===== config.mk =====
export PLATFORM = sky130hd
export DESIGN_NAME = telnet_iac_filter_flat
export DESIGN_NICKNAME = d
export VERILOG_FILES = /design/src/hw/rtl/tiaf_pkg.sv /design/src/hw/rtl/tiaf_if.sv /design/src/hw/rtl/tiaf_front.sv /design/src/hw/rtl/tiaf_queue.sv /design/src/hw/rtl/tiaf_back.sv /design/src/hw/rtl/telnet_iac_filter.sv /design/src/flat_wrapper.sv
export SDC_FILE = /design/constraint.sdc
export NUM_CORES = 1
export LEC_CHECK = 0
export BUFFER_PORTS_ARGS = -buffer_cell sky130_fd_sc_hd__buf_2
export CORE_ASPECT_RATIO = 2
export CORE_MARGIN = 2
export CORE_UTILIZATION = 58
export DETAILED_ROUTE_END_ITERATION = 7
export PLACE_DENSITY = 0.78
export SLEW_MARGIN = 40
export SYNTH_ARGS = -nofsm -noshare
export SYNTH_HDL_FRONTEND = slang
export SYNTH_SLANG_ARGS = --single-unit
export TNS_END_PERCENT = 50

===== constraint.sdc =====
create_clock -name clk -period 2.9 [get_ports clk]
set_input_delay 0.29 -clock clk [delete_from_list [all_inputs] [get_ports clk]]
set_output_delay 0.29 -clock clk [all_outputs]
set_load 0.05 [all_outputs]

===== src/hw/rtl/tiaf_pkg.sv =====
// Shared types and constants for the telnet IAC filter.
package tiaf_pkg;

    localparam logic [7:0] CODE_IAC  = 8'hFF;
    localparam logic [7:0] CODE_WILL = 8'hFB;
    localparam logic [7:0] CODE_WONT = 8'hFC;
    localparam logic [7:0] CODE_DO   = 8'hFD;
    localparam logic [7:0] CODE_DONT = 8'hFE;

    localparam logic DEST_USER   = 1'b0;
    localparam logic DEST_SERVER = 1'b1;

    localparam int QUEUE_DEPTH = 4;
    localparam int QUEUE_AW    = $clog2(QUEUE_DEPTH);
    localparam int QUEUE_CW    = $clog2(QUEUE_DEPTH + 1);

    typedef enum logic [1:0] {
        PS_NORMAL = 2'd0,
        PS_IAC    = 2'd1,
        PS_VERB   = 2'd2
    } tiaf_parse_t;

    typedef enum logic [1:0] {
        RS_IAC  = 2'd0,
        RS_VERB = 2'd1,
        RS_OPT  = 2'd2
    } tiaf_reply_step_t;

    // One classified word in the queue: either a byte for the user side or a
    // refusal to be sent back as three words.
    typedef struct packed {
        logic       is_reply;
        logic       reply_wont;
        logic [7:0] data;
        logic       block_end;
    } tiaf_entry_t;

    // Queue handshake seen by the back end.
    typedef struct packed {
        logic        avail;
        tiaf_entry_t entry;
    } tiaf_head_t;

endpackage


===== src/hw/rtl/tiaf_if.sv =====
// Channel interfaces of the telnet IAC filter.
interface tiaf_rx_if;
    import tiaf_pkg::*;
    logic       valid;
    logic       ready;
    logic [7:0] rx_byte;
    logic       block_end_in;

    modport source (output valid, output rx_byte, output block_end_in, input ready);
    modport sink (input valid, input rx_byte, input block_end_in, output ready);
endinterface

interface tiaf_res_if;
    logic       valid;
    logic       ready;
    logic       out_dest;
    logic [7:0] out_byte;
    logic       run_last;
    logic       block_end;

    modport source (output valid, output out_dest, output out_byte, output run_last,
                    output block_end, input ready);
    modport sink (input valid, input out_dest, input out_byte, input run_last,
                  input block_end, output ready);
endinterface

interface tiaf_cfg_if;
    logic valid;
    logic ready;
    logic filter_enable;

    modport source (output valid, output filter_enable, input ready);
    modport sink (input valid, input filter_enable, output ready);
endinterface


===== src/hw/rtl/tiaf_front.sv =====
// Front end: accepts received bytes, tracks the IAC parser and classifies words.
module tiaf_front
    import tiaf_pkg::*;
(
    input  logic              clk,
    input  logic              rst_n,
    tiaf_rx_if.sink           rx,
    tiaf_cfg_if.sink          cfg,
    input  logic              queue_full,
    output logic              push,
    output tiaf_entry_t       push_entry
);

    tiaf_parse_t parse_state_reg;
    tiaf_parse_t parse_state_next;
    logic [1:0]  pending_verb_reg;
    logic [1:0]  pending_verb_next;
    logic        filter_enable_reg;
    logic        accept;
    logic        is_verb;

    assign rx.ready  = !queue_full;
    assign cfg.ready = 1'b1;
    assign accept    = rx.valid && rx.ready;
    assign is_verb   = (rx.rx_byte >= CODE_WILL) && (rx.rx_byte <= CODE_DONT);

    always_ff @(posedge clk or negedge rst_n)
    begin
        if (!rst_n)
        begin
            parse_state_reg   <= PS_NORMAL;
            pending_verb_reg  <= 2'd0;
            filter_enable_reg <= 1'b1;
        end
        else
        begin
            if (cfg.valid && cfg.ready)
            begin
                filter_enable_reg <= cfg.filter_enable;
            end
            if (accept)
            begin
                parse_state_reg  <= parse_state_next;
                pending_verb_reg <= pending_verb_next;
            end
        end
    end

    // Next parser state.
    always_comb
    begin
        parse_state_next  = parse_state_reg;
        pending_verb_next = pending_verb_reg;
        if (filter_enable_reg)
        begin
            case (parse_state_reg)
                PS_IAC:
                begin
                    if (rx.rx_byte == CODE_IAC)
                    begin
                        parse_state_next = PS_NORMAL;
                    end
                    else if (is_verb)
                    begin
                        // WILL..DONT map to 0..3 by adding one to the low bits.
                        pending_verb_next = rx.rx_byte[1:0] + 2'd1;
                        parse_state_next  = PS_VERB;
                    end
                    else
                    begin
                        parse_state_next = PS_NORMAL;
                    end
                end
                PS_VERB:
                begin
                    parse_state_next = PS_NORMAL;
                end
                default:
                begin
                    parse_state_next = (rx.rx_byte == CODE_IAC) ? PS_IAC : PS_NORMAL;
                end
            endcase
        end
    end

    // Classification of the word into the queue.
    always_comb
    begin
        push                  = 1'b0;
        push_entry.is_reply   = 1'b0;
        push_entry.reply_wont = pending_verb_reg[1];
        push_entry.data       = rx.rx_byte;
        push_entry.block_end  = rx.block_end_in;
        if (!filter_enable_reg)
        begin
            push = accept;
        end
        else
        begin
            case (parse_state_reg)
                PS_IAC:
                begin
                    push = accept && (rx.rx_byte == CODE_IAC);
                end
                PS_VERB:
                begin
                    push                = accept;
                    push_entry.is_reply = 1'b1;
                end
                default:
                begin
                    push = accept && (rx.rx_byte != CODE_IAC);
                end
            endcase
        end
    end

endmodule


===== src/hw/rtl/tiaf_queue.sv =====
// Short queue of classified words between the front and back ends.
module tiaf_queue
    import tiaf_pkg::*;
(
    input  logic        clk,
    input  logic        rst_n,
    input  logic        push,
    input  tiaf_entry_t push_entry,
    output logic        full,
    input  logic        pop,
    output tiaf_head_t  head
);

    tiaf_entry_t                 store_reg [QUEUE_DEPTH];
    logic [QUEUE_AW-1:0]         wr_ptr_reg;
    logic [QUEUE_AW-1:0]         rd_ptr_reg;
    logic [QUEUE_CW-1:0]         count_reg;
    logic [QUEUE_CW-1:0]         count_next;

    assign full       = (count_reg == QUEUE_CW'(QUEUE_DEPTH));
    assign head.avail = (count_reg != '0);
    assign head.entry = store_reg[rd_ptr_reg];

    always_comb
    begin
        count_next = count_reg;
        if (push && !pop)
        begin
            count_next = count_reg + 1'b1;
        end
        else if (pop && !push)
        begin
            count_next = count_reg - 1'b1;
        end
    end

    always_ff @(posedge clk)
    begin
        if (push)
        begin
            store_reg[wr_ptr_reg] <= push_entry;
        end
    end

    always_ff @(posedge clk or negedge rst_n)
    begin
        if (!rst_n)
        begin
            wr_ptr_reg <= '0;
            rd_ptr_reg <= '0;
            count_reg  <= '0;
        end
        else
        begin
            if (push)
            begin
                wr_ptr_reg <= wr_ptr_reg + 1'b1;
            end
            if (pop)
            begin
                rd_ptr_reg <= rd_ptr_reg + 1'b1;
            end
            count_reg <= count_next;
        end
    end

endmodule


===== src/hw/rtl/tiaf_back.sv =====
// Back end: expands queued words into results and holds the output register.
module tiaf_back
    import tiaf_pkg::*;
(
    input  logic          clk,
    input  logic          rst_n,
    input  tiaf_head_t    head,
    output logic          pop,
    tiaf_res_if.source    res
);

    tiaf_reply_step_t step_reg;
    tiaf_reply_step_t step_next;
    logic             load;
    logic             out_valid_reg;
    logic             out_dest_reg;
    logic [7:0]       out_byte_reg;
    logic             run_last_reg;
    logic             block_end_reg;
    logic             out_dest_next;
    logic [7:0]       out_byte_next;
    logic             run_last_next;
    logic             block_end_next;

    assign load = head.avail && (!out_valid_reg || res.ready);

    // Step through a refusal triple; plain words take one step.
    always_comb
    begin
        step_next = step_reg;
        if (load && head.entry.is_reply)
        begin
            case (step_reg)
                RS_IAC:  step_next = RS_VERB;
                RS_VERB: step_next = RS_OPT;
                default: step_next = RS_IAC;
            endcase
        end
    end

    // Result word for the current step.
    always_comb
    begin
        out_dest_next  = DEST_USER;
        out_byte_next  = head.entry.data;
        run_last_next  = 1'b1;
        block_end_next = head.entry.block_end;
        pop            = load;
        if (head.entry.is_reply)
        begin
            out_dest_next = DEST_SERVER;
            case (step_reg)
                RS_IAC:
                begin
                    out_byte_next  = CODE_IAC;
                    run_last_next  = 1'b0;
                    block_end_next = 1'b0;
                    pop            = 1'b0;
                end
                RS_VERB:
                begin
                    out_byte_next  = head.entry.reply_wont ? CODE_WONT : CODE_DONT;
                    run_last_next  = 1'b0;
                    block_end_next = 1'b0;
                    pop            = 1'b0;
                end
                default:
                begin
                    pop = load;
                end
            endcase
        end
    end

    always_ff @(posedge clk or negedge rst_n)
    begin
        if (!rst_n)
        begin
            step_reg      <= RS_IAC;
            out_valid_reg <= 1'b0;
        end
        else
        begin
            step_reg <= step_next;
            if (load)
            begin
                out_valid_reg <= 1'b1;
            end
            else if (res.ready)
            begin
                out_valid_reg <= 1'b0;
            end
        end
    end

    always_ff @(posedge clk)
    begin
        if (load)
        begin
            out_dest_reg  <= out_dest_next;
            out_byte_reg  <= out_byte_next;
            run_last_reg  <= run_last_next;
            block_end_reg <= block_end_next;
        end
    end

    assign res.valid     = out_valid_reg;
    assign res.out_dest  = out_dest_reg;
    assign res.out_byte  = out_byte_reg;
    assign res.run_last  = run_last_reg;
    assign res.block_end = block_end_reg;

endmodule


===== src/hw/rtl/telnet_iac_filter.sv =====
// Top level of the telnet IAC filter.
//
// The rx channel takes one byte received from the server per word, with a
// flag on the last byte of each block. The res channel gives the resulting
// words: user-side bytes, and refusal triples (IAC, DONT or WONT, option)
// addressed back to the server. run_last marks the final word caused by an
// input byte and carries the block flag on it. The cfg channel writes
// filter_enable; it is always ready and is meant to be written while idle.
// An input word is taken every cycle while the four-entry queue has room.
// A result passes through the queue and then the output register after its
// byte is accepted. The back end emits one word per cycle while the receiver
// is ready, one for a plain byte and three for a refusal; the queue absorbs
// short bursts of these. A receiver stall holds the output register and
// fills the queue, after which rx.ready falls. Reset empties the queue, drops
// any pending output, returns the parser to its normal state and switches
// filtering on.
module telnet_iac_filter
    import tiaf_pkg::*;
(
    input  logic         clk,
    input  logic         rst_n,
    tiaf_rx_if.sink      rx,
    tiaf_cfg_if.sink     cfg,
    tiaf_res_if.source   res
);

    logic        queue_full;
    logic        push;
    tiaf_entry_t push_entry;
    logic        pop;
    tiaf_head_t  head;

    // Parser and classifier; holds the filter enable register.
    tiaf_front u_front (
        .clk        (clk),
        .rst_n      (rst_n),
        .rx         (rx),
        .cfg        (cfg),
        .queue_full (queue_full),
        .push       (push),
        .push_entry (push_entry)
    );

    // Decouples the parser from refusal expansion and output stalls.
    tiaf_queue u_queue (
        .clk        (clk),
        .rst_n      (rst_n),
        .push       (push),
        .push_entry (push_entry),
        .full       (queue_full),
        .pop        (pop),
        .head       (head)
    );

    // Expands each queued word and drives the registered output.
    tiaf_back u_back (
        .clk   (clk),
        .rst_n (rst_n),
        .head  (head),
        .pop   (pop),
        .res   (res)
    );

endmodule


===== src/flat_wrapper.sv =====
// flat-port wrapper written by rule: the top's interface ports become plain ports
module telnet_iac_filter_flat import tiaf_pkg::*;
  (clk, rst_n, rx_valid, rx_rx_byte, rx_block_end_in, rx_ready, cfg_valid, cfg_filter_enable, cfg_ready, res_valid, res_out_dest, res_out_byte, res_run_last, res_block_end, res_ready);
  tiaf_rx_if rx_i ();
  tiaf_cfg_if cfg_i ();
  tiaf_res_if res_i ();
  input  logic clk;
  input  logic rst_n;
  input wire logic [$bits(rx_i.valid)-1:0] rx_valid;
  input wire logic [$bits(rx_i.rx_byte)-1:0] rx_rx_byte;
  input wire logic [$bits(rx_i.block_end_in)-1:0] rx_block_end_in;
  output wire logic [$bits(rx_i.ready)-1:0] rx_ready;
  input wire logic [$bits(cfg_i.valid)-1:0] cfg_valid;
  input wire logic [$bits(cfg_i.filter_enable)-1:0] cfg_filter_enable;
  output wire logic [$bits(cfg_i.ready)-1:0] cfg_ready;
  output wire logic [$bits(res_i.valid)-1:0] res_valid;
  output wire logic [$bits(res_i.out_dest)-1:0] res_out_dest;
  output wire logic [$bits(res_i.out_byte)-1:0] res_out_byte;
  output wire logic [$bits(res_i.run_last)-1:0] res_run_last;
  output wire logic [$bits(res_i.block_end)-1:0] res_block_end;
  input wire logic [$bits(res_i.ready)-1:0] res_ready;
  assign rx_i.valid = rx_valid;
  assign rx_i.rx_byte = rx_rx_byte;
  assign rx_i.block_end_in = rx_block_end_in;
  assign rx_ready = rx_i.ready;
  assign cfg_i.valid = cfg_valid;
  assign cfg_i.filter_enable = cfg_filter_enable;
  assign cfg_ready = cfg_i.ready;
  assign res_valid = res_i.valid;
  assign res_out_dest = res_i.out_dest;
  assign res_out_byte = res_i.out_byte;
  assign res_run_last = res_i.run_last;
  assign res_block_end = res_i.block_end;
  assign res_i.ready = res_ready;
  telnet_iac_filter u_core (.clk(clk), .rst_n(rst_n), .rx(rx_i), .cfg(cfg_i), .res(res_i));
endmodule

-- Word level (Yosys, flattened, before mapping)
Memories as Yosys holds them, arrays and structs flattened.
Index checks and enable logic that the tools add are counted.
Widths: inputs -> output; s select.
- register bits after elaboration: 26
- bits in writable memories: 44
- output and inout port bits: 14
- word-level logic and storage cells: 71
- memories kept: 1
- memory list (name ; depth ; width ; rd ports ; clocked after Yosys merged registers in ; write ports ; RTL line ; text):
    u_core.u_queue.store_reg ; 4 ; 11 ; 1 ; 0 ; 1 ; tiaf_queue.sv:14 ; tiaf_entry_t store_reg [QUEUE_DEPTH];
- add/subtract/negate cells: 5
- $lt $le $gt $ge: 2
- eq/ne operators: 6
- mux-type cells: 24
- bitwise logic cells: 1
- reductions and logical operators: 20
- operator list (operator ; number):
    $pmux 8 s2 ; 1
    $mux 1 ; 14
    $eq 8x8->1 const B ; 1
    $ge 8x8->1 const B ; 1
    $le 8x8->1 const B ; 1
    $logic_and 1x1->1 ; 8
    $mux 8 ; 1
    $ne 8x8->1 const B ; 1
    $pmux 2 s2 ; 2
    $add 2x1->2 const B ; 3
    $mux 2 ; 3
    $mux 3 ; 2
    $reduce_and 5->1 ; 1
    $eq 2x1->1 const B ; 2
    $logic_not 1->1 ; 4
    $reduce_bool 2->1 ; 2
    $add 3x1->3 const B ; 1
    $eq 3x3->1 const B ; 1
    $reduce_bool 3->1 ; 1
    $sub 3x1->3 const B ; 1
    $eq 2x2->1 const B ; 1
    $logic_not 2->1 ; 1
    $pmux 1 s2 ; 1
    $reduce_and 2->1 ; 1
    3 further kinds ; 3

-- Logic depth before layout (Yosys ltp)
- depth after elaboration: 10
- depth in mapped cells: 12

-- By module
From an unflattened synthesis, not the netlist that was laid out.
- cells, all modules: 175
- area, all modules: 2961.6 um2
- by module, submodules not included (module ; instances ; cells an instance ; area each (um2)):
    tiaf_queue ; 1 ; 91 ; 1988.2
    tiaf_back ; 1 ; 36 ; 579.3
    tiaf_front ; 1 ; 48 ; 394.1

-- Least setup slack after synthesis
OpenSTA, ideal clock, no wires.
- kind: reg2reg
- from: reg u_core.u_back.out_valid_reg (netlist: u_core.u_back.res.valid)
- to: reg u_core.u_queue.count_reg[1]
- arrival time: 2436 ps
- slack: 340 ps
- cell stages (with the launch flop): 7
- period minus slack after synthesis: 2560 ps
- cell sequence: dfrtp_1 > a21oi_1 > nand2b_1 > ha_1 > inv_1 > fa_1 > mux2_2
- cells in the longest elaborated chain, start to end: 8
- ends and longest elaborated chain (what ; RTL line ; text):
    start, declared ; tiaf_back.sv:15 ; logic out_valid_reg;
    start signal, assigned ; tiaf_back.sv:80 ; out_valid_reg <= 1'b0;
    start signal, assigned ; tiaf_back.sv:87 ; out_valid_reg <= 1'b1;
    start signal, assigned ; tiaf_back.sv:91 ; out_valid_reg <= 1'b0;
    $logic_not 1->1 (*) ; tiaf_back.sv:25 ; assign load = head.avail && (!out_valid_reg || res.ready);
    $logic_or 1x1->1 (*) ; tiaf_back.sv:25 ;
    $logic_and 1x1->1 (*) ; tiaf_back.sv:25 ;
    via u_core.u_back.load ; tiaf_back.sv:14 ; logic load;
    $mux 1 ; tiaf_back.sv:52 ; case (step_reg)
    $mux 1 (*) ; tiaf_back.sv:49 ; if (head.entry.is_reply)
    $logic_not 1->1 (*) ; tiaf_queue.sv:27 ; if (push && !pop)
    $logic_and 1x1->1 (*) ; tiaf_queue.sv:27 ;
    $mux 3 (*) ; tiaf_queue.sv:27 ;
    via u_core.u_queue.count_next[1] ; tiaf_queue.sv:18 ; logic [QUEUE_CW-1:0] count_next;
    end signal, assigned ; tiaf_queue.sv:63 ; count_reg <= count_next;
    end, declared ; tiaf_queue.sv:17 ; logic [QUEUE_CW-1:0] count_reg;
The timed path passes the listed nets; every way through them passes the cells marked *.
A chain may end at the register's enable or synchronous reset.

-- Final worst setup path
- from: reg u_core.u_front.parse_state_reg[1]
- to: reg u_core.u_queue.count_reg[1]
- RTL lines (what ; RTL line ; text):
    start, declared ; tiaf_front.sv:14 ; tiaf_parse_t parse_state_reg;
    start signal, assigned ; tiaf_front.sv:43 ; parse_state_reg <= parse_state_next;
    $eq 2x2->1 / $eq 2x1->1 (equally long branches) ; tiaf_front.sv:100 ; case (parse_state_reg)
    $pmux 1 s2 (*) ; tiaf_front.sv:100 ;
    $mux 1 (*) ; tiaf_front.sv:94 ; if (!filter_enable_reg)
    via u_core.push ; telnet_iac_filter.sv:28 ; logic push;
    $logic_and 1x1->1 (*) ; tiaf_queue.sv:27 ;
    $mux 3 (*) ; tiaf_queue.sv:27 ;
    via u_core.u_queue.count_next[1] ; tiaf_queue.sv:18 ;
Marked as above.

==> impl_metrics.py <==
metrics = {
    "logic_synthesis": {
        "synth.area.top_cells": "edfxtp_1 (55%), dfrtp_1 (11%), mux4_2 (8.2%)",
        "ys.flop_type": "edfxtp_1",
        "netlist_area_um2": 3030,
        "syn_inst": 189,
        "ys_types": 46,
        "syn-num-nets": 214,
        "ys_seq_area_frac": 0.661,
        "synth_area_per_cell_um2": 16.0,
        "synth_edf_count": 55,
        "synth_top_area_frac": 0.545,
        "async_flop_share": 0.203,
        "ys_ff_latch": 69,
        "yosys.area.top_type": "edfxtp_1",
        "yosys_warnings": 0,
    },
    "setup_path": {
        "cp-start-kind": "register",
        "reg2reg_depth": 9,
        "startpoint": "u_core.u_front.parse_state_reg[1]$_DFFE_PN0P_",
        "critical_path_required_ns": 3.12,
        "worstSetupEndpointType": "register",
        "endpoint": "u_core.u_queue.count_reg[1]$_DFFE_PN0P_",
        "r2r-end": "u_core.u_queue.count_reg[1]$_DFFE_PN0P_",
        "r2r_setup_slack_ns": 0.43,
        "setup.worst_path.class": "reg2reg",
        "r2r_start": "u_core.u_front.parse_state_reg[1]$_DFFE_PN0P_",
        "critPathMaxFanout": 11,
        "crit_arrival_ns": 2.70,
    },
    "sta": {
        "timing.final.crit_share": 0.853,
        "finalSetupViolCount": 0,
        "rsz0062_at_grt": "false",
        "hold_slack_ns": 0.146,
        "timing.final.crit_period_ns": 2.47,
        "hold_viol": 0,
        "setup-tns-final_ns": 0,
        "final.setup_skew_ns": 0.00971,
        "max_freq_ghz": 0.404,
        "drv_slew": 0,
    },
    "finish": {
        "layout_commonest_cell": "edfxtp_1",
        "utilization": 0.677,
        "fin_cells": 293,
        "n_antenna_cell": 0,
        "ff_latch_area_um2": 2000,
        "drive_above_1_share": 0.311,
        "multi_input_area_um2": 937,
        "n_fill_cell": 368,
        "fin_area_um2": 3450,
        "largest_reg_flops": 44,
        "layout_common_cells": "edfxtp_1 (55), buf_2 (27), dfrtp_1 (13), inv_1 (11), mux4_2 (11)",
        "nets": 255,
        "area_growth_syn_to_layout_pct": 13.9,
    },
    "cts": {
        "clock_path_buffers": 2,
        "clk_pin_slew_ns": 0.07,
        "worstSkewPairLatency_ns": 0.35,
        "htree_levels": 3,
        "cts_buffers": 9,
        "cts_tree": "yes",
        "cts_root_buf": "clkbuf_8",
        "clkSinkCount": 69,
        "post_cts_resized": 0,
    },
    "routing": {
        "drtPass1Iterations": 5,
        "via_per_inst": 5.80,
        "drt_iter0_drc": 38,
        "vias": 1698,
        "routedWlPerCell_um": 17.5,
        "drc": 0,
        "wl_um": 5120,
        "drtAntennaViolNets": 0,
    },
    "die": {
        "rows": 37,
        "die_x_um": 55.1,
        "die_h_um": 106,
        "initial_utilization": 0.595,
        "dieArea_um2": 5850,
        "core_um2": 5090,
        "io_pins": 29,
    },
    "power": {
        "p_int_uw": 2290,
        "p_comb_frac": 0.365,
        "power.density_nw_per_um2": 1030,
        "p_switching_uw": 1270,
        "p_clk_frac": 0.207,
        "ir_drop_mv": 0.678,
        "leakagePower_uw": 0.00128,
        "swShare": 0.356,
        "seqPwrFrac": 0.427,
    },
    "placement": {
        "postPlaceCellArea_um2": 3250,
        "dp_hpwl_um": 3760,
        "io_buffer_count": 27,
        "gp_congestion": 0.765,
        "placedCellCount": 276,
    },
    "global_route": {
        "grt_overflow": 0,
        "grt_max_degree": 15,
        "antenna_found_initial": 0,
        "grt_pass1_wl_um": 8510,
        "grt_usage": 0.213,
        "first_global_vias": 1743,
    },
    "hold_path": {
        "worstHoldPathType": "in2reg",
    },
    "run": {
        "cap_violations": 0,
    },
    "run_status": {
        "outcome": "complete, no violations",
    },
}
-- area by class of cell --
type / count / area share
multi-input cells: 103 / 0.272
clock inverters: 7 / 0.0192
flip-flops and latches: 69 / 0.581
repair buffers: 36 / 0.0595
inverters: 11 / 0.0120
well taps: 58 / 0.0210
clock buffers: 9 / 0.0359
-- power groups by stage --
stage | Combinational [uW] | Sequential [uW] | Clock [uW]
final | 1300 | 1520 | 738
after global routing | 1430 | 1560 | 784
after CTS | 1320 | 1530 | 748
after detailed placement | 1310 | 1540 | 0
after global placement | 1280 | 1530 | 0
after floorplan | 730 | 1820 | 0
-- routing by layer --
layer / wire [um] / track usage
met1: 1860 / 0.232
met2: 3030 / 0.367
met3: 159 / 0.0604
met4: 74 / 0.0889
met5: 0 / 0
-- how the worst min path moves through the flow --
stage / from / endpoint / slack [ns] / depth (start not counted)
global placement: rst_n / u_core.u_queue.count_reg[1]$_DFFE_PN0P_ / 0.21 / 1
finish: res_ready / u_core.u_back.res.valid$_DFFE_PN0P_ / 0.15 / 2
global route: rx_block_end_in / u_core.u_queue.store_reg[0][0]$_DFFE_PP_ / 0.15 / 1
CTS: res_ready / u_core.u_back.res.valid$_DFFE_PN0P_ / 0.13 / 2
floorplan: rst_n / u_core.u_back.res.valid$_DFFE_PN0P_ / -0.006 / 0
detailed placement: rst_n / u_core.u_queue.count_reg[2]$_DFFE_PN0P_ / 0.21 / 1
-- synth_stat cells, types with 2 or more instances --
library cell  instances
nand3_1               2
nand2b_1              4
or3_1                 2
o21ai_0               4
nor2b_1               7
nor2_1                5
or2_1                 6
dfrtp_1              13
buf_4                 2
o2111ai_1             2
mux4_2               11
xor2_1                2
a21oi_1               3
ha_1                  9
nor3b_1               4
xnor2_1               2
inv_1                11
nand2_1               9
nand4_1               5
mux2i_1               3
edfxtp_1             55
mux2_2                4
-- cells by family after synthesis --
group                      count (synthesis)  synth area share
adders and majority gates                 10            0.0438
buffers and inverters                     17            0.0293
xor gates and xnor gates                   4            0.0116
other                                      1           0.00124
muxes                                     18             0.107
AOI/OAI and AO/OA                         15            0.0326
DFF                                       69             0.661
and+or+nand+nor                           55             0.114
-- metrics by stage --
stage	worst slack, ns	total power, uW
global placement	0.441	2810
detailed placement	0.358	2860
finish	0.425	3560
global route	0.252	3770
floorplan	0.340	2550
CTS	0.431	3600
-- what timing repair did --
item / CTS / global route
hold buffers: 1 / 0
endpoints found under the hold margin: 13 / 0
buffers inserted: 0 / 0
-- worst max-delay path, cell delays in order (launching register included) --
cell and delay [ns]:
dfrtp_1 0.37, inv_1 0.06, ha_1 0.29, or3_1 0.40, a21oi_1 0.19, nor2_1 0.10
ha_1 0.21, inv_1 0.08, fa_1 0.38, mux2_2 0.27
(Power assumes the default switching activity.)
